$ cat config.mk
export PLATFORM = sky130hd
export DESIGN_NAME = cidr_allow_deny_filter
export DESIGN_NICKNAME = d
export VERILOG_FILES = /design/src/rtl/cidr_pkg.sv /design/src/rtl/cidr_rule_mem.sv /design/src/rtl/cidr_match_unit.sv /design/src/rtl/cidr_allow_deny_filter.sv
export SDC_FILE = /design/constraint.sdc
export NUM_CORES = 2
export LEC_CHECK = 0
export BUFFER_PORTS_ARGS = -buffer_cell sky130_fd_sc_hd__buf_2
export CORE_AREA = 5 5 769 771
export DETAILED_ROUTE_END_ITERATION = 10
export DIE_AREA = 0 0 774 776
export PLACE_DENSITY = 0.55
export SLEW_MARGIN = 0
export SYNTH_ARGS = -nofsm -noshare
export SYNTH_HDL_FRONTEND = slang
export SYNTH_MEMORY_MAX_BITS = 65536
export SYNTH_SLANG_ARGS = --single-unit
$ cat constraint.sdc
create_clock -name clk -period 30.4 [get_ports clk]
set_clock_uncertainty 0.1 [all_clocks]
set_input_delay 3.04 -clock clk [delete_from_list [all_inputs] [get_ports clk]]
set_output_delay 3.04 -clock clk [all_outputs]
set_load 0.02 [all_outputs]
$ cat src/rtl/cidr_pkg.sv
// Shared types, constants and mask helpers for the CIDR allow/deny filter.
// No dependencies; every rtl file imports this package.
`default_nettype none
package cidr_pkg;

  // Default rule table depth
  localparam int RULES_MAX_DEF = 16;

  // Operation codes
  localparam logic [1:0] OP_QUERY       = 2'd0;
  localparam logic [1:0] OP_WRITE_ALLOW = 2'd1;
  localparam logic [1:0] OP_WRITE_DENY  = 2'd2;

  // Address families
  localparam logic [1:0] FAM_IPV4          = 2'd0;
  localparam logic [1:0] FAM_IPV6          = 2'd1;
  localparam logic [1:0] FAM_UNIX_PATH     = 2'd2;
  localparam logic [1:0] FAM_UNIX_ABSTRACT = 2'd3;

  // Configuration register indexes
  localparam logic [7:0] CFG_ALLOW_UNIX     = 8'd0;
  localparam logic [7:0] CFG_ALLOW_ABSTRACT = 8'd1;
  localparam logic [7:0] CFG_ALLOW_USED     = 8'd2;
  localparam logic [7:0] CFG_DENY_USED      = 8'd3;

  // Rule metadata: ipv4 rules carry this base plus their length
  localparam logic [7:0]  META_V4     = 8'hC0;
  localparam logic [7:0]  V4_LEN_MAX  = 8'd32;
  localparam logic [7:0]  V6_LEN_MAX  = 8'd128;
  localparam logic [7:0]  WORD_BITS   = 8'd64;
  localparam logic [31:0] V4_MAPPED   = 32'h0000_FFFF;

  typedef enum logic [2:0] {
    ST_IDLE,
    ST_EXEC,
    ST_ALLOW,
    ST_DENY
  } state_t;

  typedef struct packed {
    logic [1:0]  operation;
    logic [3:0]  rule_index;
    logic [1:0]  address_family;
    logic [7:0]  prefix_length;
    logic [63:0] address_high;
    logic [63:0] address_low;
  } cidr_in_t;

  typedef struct packed {
    logic       allowed;
    logic [7:0] best_allow_length;
    logic       any_allow_match;
  } cidr_out_t;

  // One stored rule
  typedef struct packed {
    logic [63:0] upper;
    logic [63:0] lower;
    logic [7:0]  meta;
  } rule_entry_t;

  // Verdict of the shared match unit for one rule
  typedef struct packed {
    logic       hit;
    logic [7:0] len;
  } match_res_t;

  // Top n bits set; n of 64 or more gives all ones
  function automatic logic [63:0] top_mask64(input logic [7:0] n);
    top_mask64 = ~(64'hFFFF_FFFF_FFFF_FFFF >> n);
  endfunction

  // Top n bits of a 32-bit word set; n of 32 or more gives all ones
  function automatic logic [31:0] top_mask32(input logic [7:0] n);
    top_mask32 = ~(32'hFFFF_FFFF >> n);
  endfunction

endpackage
`default_nettype wire

$ cat src/rtl/cidr_rule_mem.sv
// Rule table memory: one write port, one registered read port.
// Depends on cidr_pkg for the entry type.
`default_nettype none
module cidr_rule_mem #(
  parameter int DEPTH = cidr_pkg::RULES_MAX_DEF,
  localparam int AW = (DEPTH > 1) ? $clog2(DEPTH) : 1
) (
  input  wire logic                  clk,
  input  wire logic                  we,
  input  wire logic [AW-1:0]         waddr,
  input  wire cidr_pkg::rule_entry_t wdata,
  input  wire logic [AW-1:0]         raddr,
  output cidr_pkg::rule_entry_t      rdata
);
  import cidr_pkg::*;

  rule_entry_t mem [DEPTH];
  rule_entry_t rdata_r;

  // Write port
  always_ff @(posedge clk) begin
    if (we) begin
      mem[waddr] <= wdata;
    end
  end

  // Registered read port
  always_ff @(posedge clk) begin
    rdata_r <= mem[raddr];
  end

  assign rdata = rdata_r;

endmodule
`default_nettype wire

$ cat src/rtl/cidr_match_unit.sv
// Shared rule compare unit: tests one stored rule against the query address.
// Depends on cidr_pkg for types, constants and mask helpers.
`default_nettype none
module cidr_match_unit (
  input  wire cidr_pkg::rule_entry_t rule,
  input  wire logic [1:0]            family,
  input  wire logic [63:0]           addr_high,
  input  wire logic [63:0]           addr_low,
  output cidr_pkg::match_res_t       res
);
  import cidr_pkg::*;

  logic        is_v4_rule;
  logic [7:0]  len_v4;
  logic [7:0]  len_v6;
  logic        v4_query;
  logic        v4_hit;
  logic [63:0] mask_hi;
  logic [63:0] mask_lo;
  logic        v6_hit;

  always_comb begin
    is_v4_rule = (rule.meta >= META_V4);

    // ipv4 rule: plain ipv4 query or ipv4-mapped ipv6 query
    len_v4 = rule.meta - META_V4;
    if (len_v4 > V4_LEN_MAX) len_v4 = V4_LEN_MAX;
    v4_query = (family == FAM_IPV4) ||
               ((family == FAM_IPV6) && (addr_high == 64'd0) &&
                (addr_low[63:32] == V4_MAPPED));
    v4_hit = v4_query &&
             (((addr_low[31:0] ^ rule.lower[31:0]) & top_mask32(len_v4)) == 32'd0);

    // ipv6 rule: upper word masked, lower word masked past 64 bits
    len_v6 = rule.meta;
    if (len_v6 > V6_LEN_MAX) len_v6 = V6_LEN_MAX;
    mask_hi = top_mask64(len_v6);
    mask_lo = (len_v6 > WORD_BITS) ? top_mask64(len_v6 - WORD_BITS) : 64'd0;
    v6_hit = (family == FAM_IPV6) &&
             (((addr_high ^ rule.upper) & mask_hi) == 64'd0) &&
             (((addr_low ^ rule.lower) & mask_lo) == 64'd0);

    res.hit = is_v4_rule ? v4_hit : v6_hit;
    res.len = is_v4_rule ? len_v4 : len_v6;
  end

endmodule
`default_nettype wire

$ cat src/rtl/cidr_allow_deny_filter.sv
// CIDR allow/deny filter, top level; uses cidr_pkg, cidr_rule_mem, cidr_match_unit.
// Writes, unix queries and the unused code strobe straight after the decode state; an ip
// query scans the allow table, then the deny table only if an allow rule matched, each
// over its used count clipped to RULES_MAX, and strobes when the scans are done.
// One item at a time: busy holds off start until the strobe, the next is taken in the strobe cycle; no stall.
// Synchronous reset sets state and configuration; rule tables are not cleared.
`default_nettype none
module cidr_allow_deny_filter #(
  parameter int RULES_MAX = cidr_pkg::RULES_MAX_DEF
) (
  input  wire logic               clk,
  input  wire logic               rst_n,
  // input transactions
  input  wire logic               start,
  output logic                    busy,
  input  wire cidr_pkg::cidr_in_t in_item,
  // results
  output logic                    out_valid,
  output cidr_pkg::cidr_out_t     out_result,
  // configuration writes
  input  wire logic               cfg_valid,
  output logic                    cfg_ready,
  input  wire logic [7:0]         cfg_index,
  input  wire logic [7:0]         cfg_data
);
  import cidr_pkg::*;

  localparam int AW = (RULES_MAX > 1) ? $clog2(RULES_MAX) : 1;
  localparam int CW = $clog2(RULES_MAX + 1);

  state_t      state_r, state_nxt;
  cidr_in_t    item_r;
  logic [CW-1:0] cnt_r, cnt_nxt;
  logic        pend_r, pend_nxt;
  logic [7:0]  best_r, best_nxt;
  logic        any_r, any_nxt;
  logic        deny_hit_r, deny_hit_nxt;
  logic        out_valid_r, out_valid_nxt;
  cidr_out_t   out_result_r, out_result_nxt;

  logic        allow_unix_r, allow_abstract_r;
  logic [4:0]  allow_used_r, deny_used_r;
  logic [CW-1:0] n_allow, n_deny;

  logic        wr_ok;
  logic        we_allow, we_deny;
  logic [AW-1:0] waddr;
  rule_entry_t wentry;
  logic [7:0]  plen_clip;
  rule_entry_t allow_rd, deny_rd, cur_rule;
  match_res_t  mres;

  // Configuration registers, always ready
  assign cfg_ready = 1'b1;
  always_ff @(posedge clk) begin
    if (!rst_n) begin
      allow_unix_r     <= 1'b1;
      allow_abstract_r <= 1'b1;
      allow_used_r     <= 5'd0;
      deny_used_r      <= 5'd0;
    end else if (cfg_valid && cfg_ready) begin
      case (cfg_index)
        CFG_ALLOW_UNIX:     allow_unix_r     <= cfg_data[0];
        CFG_ALLOW_ABSTRACT: allow_abstract_r <= cfg_data[0];
        CFG_ALLOW_USED:     allow_used_r     <= cfg_data[4:0];
        CFG_DENY_USED:      deny_used_r      <= cfg_data[4:0];
        default: ;
      endcase
    end
  end

  // Used counts clipped to the table depth
  assign n_allow = (32'(allow_used_r) > RULES_MAX) ? CW'(RULES_MAX) : CW'(allow_used_r);
  assign n_deny  = (32'(deny_used_r) > RULES_MAX) ? CW'(RULES_MAX) : CW'(deny_used_r);

  // Rule write: clip length, clear bits past the prefix
  always_comb begin
    wentry = '0;
    plen_clip = item_r.prefix_length;
    if (item_r.address_family == FAM_IPV4) begin
      if (plen_clip > V4_LEN_MAX) plen_clip = V4_LEN_MAX;
      wentry.lower = {32'd0, item_r.address_low[31:0] & top_mask32(plen_clip)};
      wentry.meta  = META_V4 + plen_clip;
    end else begin
      if (plen_clip > V6_LEN_MAX) plen_clip = V6_LEN_MAX;
      wentry.upper = item_r.address_high & top_mask64(plen_clip);
      wentry.lower = (plen_clip > WORD_BITS) ?
                     (item_r.address_low & top_mask64(plen_clip - WORD_BITS)) : 64'd0;
      wentry.meta  = plen_clip;
    end
  end

  assign wr_ok = (item_r.address_family == FAM_IPV4 || item_r.address_family == FAM_IPV6) &&
                 (32'(item_r.rule_index) < RULES_MAX);
  assign we_allow = (state_r == ST_EXEC) && (item_r.operation == OP_WRITE_ALLOW) && wr_ok;
  assign we_deny  = (state_r == ST_EXEC) && (item_r.operation == OP_WRITE_DENY) && wr_ok;
  assign waddr    = AW'(item_r.rule_index);

  cidr_rule_mem #(.DEPTH(RULES_MAX)) u_allow_mem (
    .clk   (clk),
    .we    (we_allow),
    .waddr (waddr),
    .wdata (wentry),
    .raddr (cnt_r[AW-1:0]),
    .rdata (allow_rd)
  );

  cidr_rule_mem #(.DEPTH(RULES_MAX)) u_deny_mem (
    .clk   (clk),
    .we    (we_deny),
    .waddr (waddr),
    .wdata (wentry),
    .raddr (cnt_r[AW-1:0]),
    .rdata (deny_rd)
  );

  // Shared compare unit, fed by the table under scan
  assign cur_rule = (state_r == ST_DENY) ? deny_rd : allow_rd;

  cidr_match_unit u_match (
    .rule      (cur_rule),
    .family    (item_r.address_family),
    .addr_high (item_r.address_high),
    .addr_low  (item_r.address_low),
    .res       (mres)
  );

  // State register and scan bookkeeping
  always_ff @(posedge clk) begin
    if (!rst_n) begin
      state_r     <= ST_IDLE;
      out_valid_r <= 1'b0;
      pend_r      <= 1'b0;
    end else begin
      state_r     <= state_nxt;
      out_valid_r <= out_valid_nxt;
      pend_r      <= pend_nxt;
    end
  end

  always_ff @(posedge clk) begin
    if (start && !busy) begin
      item_r <= in_item;
    end
    cnt_r        <= cnt_nxt;
    best_r       <= best_nxt;
    any_r        <= any_nxt;
    deny_hit_r   <= deny_hit_nxt;
    out_result_r <= out_result_nxt;
  end

  // Sequencer: decode, allow scan, deny scan, verdict
  always_comb begin
    state_nxt      = state_r;
    cnt_nxt        = cnt_r;
    pend_nxt       = 1'b0;
    best_nxt       = best_r;
    any_nxt        = any_r;
    deny_hit_nxt   = deny_hit_r;
    out_valid_nxt  = 1'b0;
    out_result_nxt = out_result_r;
    case (state_r)
      ST_IDLE: begin
        if (start) begin
          state_nxt = ST_EXEC;
        end
      end
      ST_EXEC: begin
        cnt_nxt        = '0;
        best_nxt       = 8'd0;
        any_nxt        = 1'b0;
        deny_hit_nxt   = 1'b0;
        out_result_nxt = '0;
        if (item_r.operation == OP_QUERY &&
            (item_r.address_family == FAM_IPV4 || item_r.address_family == FAM_IPV6)) begin
          state_nxt = ST_ALLOW;
        end else begin
          // writes, unix queries and the unused code answer at once
          if (item_r.operation == OP_QUERY) begin
            out_result_nxt.allowed = (item_r.address_family == FAM_UNIX_PATH) ?
                                     allow_unix_r : allow_abstract_r;
          end
          out_valid_nxt = 1'b1;
          state_nxt     = ST_IDLE;
        end
      end
      ST_ALLOW: begin
        if (pend_r && mres.hit) begin
          any_nxt = 1'b1;
          if (mres.len > best_r) best_nxt = mres.len;
        end
        if (cnt_r < n_allow) begin
          cnt_nxt  = cnt_r + 1'b1;
          pend_nxt = 1'b1;
        end else begin
          cnt_nxt = '0;
          if (any_nxt) begin
            state_nxt = ST_DENY;
          end else begin
            out_result_nxt = '0;
            out_valid_nxt  = 1'b1;
            state_nxt      = ST_IDLE;
          end
        end
      end
      ST_DENY: begin
        if (pend_r && mres.hit && (mres.len >= best_r)) begin
          deny_hit_nxt = 1'b1;
        end
        if (cnt_r < n_deny) begin
          cnt_nxt  = cnt_r + 1'b1;
          pend_nxt = 1'b1;
        end else begin
          out_result_nxt.allowed           = any_r && !deny_hit_nxt;
          out_result_nxt.best_allow_length = best_r;
          out_result_nxt.any_allow_match   = any_r;
          out_valid_nxt = 1'b1;
          state_nxt     = ST_IDLE;
        end
      end
      default: begin
        state_nxt = ST_IDLE;
      end
    endcase
  end

  assign busy       = (state_r != ST_IDLE);
  assign out_valid  = out_valid_r;
  assign out_result = out_result_r;

endmodule
`default_nettype wire
==> metrics.md <==
| Metric | Value |
|---|---|
| Worst slack at placement | approximately 23 ns |
| Postcts setup bufs | 0 |
| Fraction of layout cells with a size suffix above 1 | 19.9% |
| Pint | between 10000 and 15000 uW |
| Netlist area before placement | ~190000 um2 |
| Skew-Pair Late Insertion Delay | 1.08 ns |
| CP Data Arrival Time | ~8.5 ns |
| Core area | 584000 um2 |
| DR vias | 102000 |
| CP dominant cell by count | buf_4 |
| Cts repair resizes | 0 |
| Hold wc startpoint | allow_unix_r |
| Worst path cell trace | ha_4 -> buf_4 -> buf_4 -> buf_4 -> buf_4 -> mux2i_1 -> xnor2_1 -> nor4_1 -> nand2_1 -> a2111oi_0 -> nand3_1 -> nor2_1 -> o22ai_1 -> o41ai_2 |
| Post-synthesis instance total | just over 10000 |
| CTS sink cnt | around 4800 |
| Hold Worst Slack | roughly 0.38 ns |
| Largest net degree at the start of global routing | roughly 150 |
| CTS H-tree depth | 6 |
| Drt drc | 0 |
| Wire length of the first global-routing pass | slightly above 800 mm |
| Vias in the first global route | between 90000 and 100k |
| CP required | around 31 ns |
| CP Launch Type | flop |
| Initial Utilization | about a third |
| Fillers | about 54000 |
| CTS tree | yes |
| Cts hold-fix bufs | 0 |
| Initial antenna violation count | 26 |
| Peak Freq | 127 MHz |
| Delay-heaviest family, CP | buffers and inverters |
| GPL Wtd Cong | 0.949 |
| Final slew viol count | 0 |
| Setup-failing EPs final | 0 |
| Synth cell types | between 80 and 90 |
| Worst setup margin | ~23 ns |
| Worst-path clk slew | 0.06 ns |
| CTS Buffer Depth | 4 |
| Register area share after synthesis | between 70% and 80% |
| Post-synth EDFFs | 4521 |
| Final Cycle Share | between 20% and 30% |
| Fraction of registers with async set/reset | 0% |
| Unrepaired setup endpoints after global routing | no |
| Leak | 0.0692 uW |
| Endpoints failing hold | 0 |
| Endpoint class of the critical path | flop |
| FP Rows | about 280 |
| Worst Tran Pin Value | around 1.4 ns |
| Die Wd | ~770 um |
| Num CTS Buffers | just over 500 |
| Setup TNS Final | 0 ns |
| Main synth FF type | edfxtp_1 |
| DRT iter0 DRCs | roughly 13000 |
| HP Class | flop to flop |
| Die Ht | ~780 um |
| Critical Path Start | state_r[1] |
| Detail Route Antenna Nets | 0 |
| Worst slew margin | between 7 and 8% |
| Reg power frac | roughly half |
| Post-route minimum period | slightly below 8 ns |
| Port Buf Inserts | 172 |
| Slowest CP cell | o41ai_2 |
| Peak ir drop on the vdd network | slightly above 0.06 mV |
| # nets final | about 11000 |
| Comb pwr share | roughly 9.0% |
| Via/cell ratio | 5.44 |
| #FFs+latches synth | a little under 5000 |
| Routed len/inst | about 32 um |
| Clock root buffer master | clkbuf_16 |
| Area delta synth->final | 15.5% |
| P per Cell Area | between 70 and 80 nW/um2 |
| MaxCap Viol Count | 0 |
| Tot GR Track Use | a little under a fifth |
| CP Max Fanout | 50 |
| Hpwl dp | roughly 320 mm |
| IO Pins | 177 |
| CP bufs+invs | 4 |
| Delay of the slowest critical-path stage | approximately 0.9 ns |
| Total Routed Length | 595 mm |
| Clock power share | a little over 40% |
| WS Path Type | flop to flop |
| Switching share of total power | 24.5% |
| Avg Inst Size Synth | 18.4 um2 |
| Status | completed |
| Total gr overflow | 0 |
| Detailed Routing Iterations Pass 1 | 6 |
| Net Sw Power | between 3000 and 4000 uW |
| Yosys warns | 0 |
| Die area | ~600000 um2 |
| Launch point of the worst reg-to-reg path | state_r[1] |
## power groups by stage
stage	combinational (uW)	sequential, uW	clock, uW
2_1_floorplan	808	7620	0
3_3_place_gp	1330	7690	0
3_5_place_dp	1340	7690	0
4_1_cts	1340	7550	6380
5_1_grt	1440	7550	6660
6_report	1360	7550	6280
## synthesized netlist by cell type (123+ instances only)
library cell  number  area share, %
dfxtp_1          288            3.1
buf_1            123           0.25
a221oi_1         275            1.3
nor2_1           156           0.31
nand2_1          432           0.87
mux2i_1          962            5.2
o21ai_0          669            1.8
a21oi_1          401            1.1
mux2_2           275            1.7
a22oi_1          280            1.1
mux4_2           545            6.6
edfxtp_1        4521             73
clkbuf_1         408           0.82
## worst paths after layout
| path | end | slack (ns) | cells past startpoint |
|---|---|---|---|
| hold / removal | allow_unix_r | 0.38 | 2 |
| setup / recovery | best_r[4] | 22.51 | 14 |
| setup reg to reg | best_r[4] | 22.51 | 14 |
| hold reg to reg | allow_unix_r | 0.38 | 2 |
## tightest hold or removal path, stage by stage, from the launching register on
cell     delay, ns
dfxtp_1       0.32
mux2i_1       0.07
nand2_1       0.06
## per-stage QoR
stage | power (uW) | utilization, % | area, um2 | cells
after floorplan | 8430 | - | 186000 | 10100
after global placement | 9020 | 33.9 | 198000 | 17800
after detailed placement | 9030 | 33.9 | 198000 | 17800
after CTS | 15300 | 36.8 | 215000 | 18700
after global routing | 15600 | 36.8 | 215000 | 18700
final | 15200 | 36.8 | 215000 | 18800
## per-layer routing
| metal | track usage, % | part of all wire [%] | up-vias |
|---|---|---|---|
| met5 | 0 | 0.0096 | - |
| met3 | 2.96 | 7.2 | 1004 |
| li1 | - | - | 41900 |
| met2 | 30.8 | 47 | 4485 |
| met1 | 26.0 | 41 | 54600 |
| met4 | 7.37 | 4.3 | 10 |
## layout by cell type, fill, tap and decap left out, types with 259 or more instances in the layout
cell type  instances
edfxtp_1        4521
mux2i_1          962
o21ai_0          665
mux4_2           545
clkbuf_16        526
nand2_1          431
a21oi_1          361
dfxtp_1          288
a22oi_1          280
mux2_2           275
a221oi_1         275
buf_4            259
## kinds of logic after synthesis
logic type / synth area share [%]
flip-flops: 76.0
AO/OA/AOI/OAI: 6.10
multiplexers: 13.4
AND/OR/NAND/NOR: 2.32
buffers and inverters: 1.27
XOR/XNOR: 0.645
adder cells (fa/ha/maj): 0.188
other: 0.00201
## registers in the layout, summed over array words and instances (netlist names)
| register | cells |
|---|---|
| u_deny_mem.rdata | 136 |
| item_r | 140 |
| state_r | 2 |
| best_r | 8 |
| u_deny_mem.mem | 2176 |
| pend_r | 1 |
| out_valid | 1 |
| cnt_r | 5 |
| out_result | 10 |
| allow_used_r | 5 |
| allow_unix_r | 1 |
| allow_abstract_r | 1 |
| u_allow_mem.rdata | 136 |
| deny_hit_r | 1 |
| deny_used_r | 5 |
| waddr | 4 |
| any_r | 1 |
| u_allow_mem.mem | 2176 |
## layout make-up
class / instances / area (um2) / area share [%]
tap: 7782 / 9740 / 4.53
antenna: 24 / 60.1 / 0.0279
sequential: 4809 / 142000 / 65.9
clock inverter: 204 / 2350 / 1.09
inverter: 36 / 135 / 0.0629
timing repair buffer: 469 / 3570 / 1.66
clock buffer: 746 / 14600 / 6.80
multi-input combinational: 4683 / 42900 / 20.0
Power figures use the tool's default switching activity.
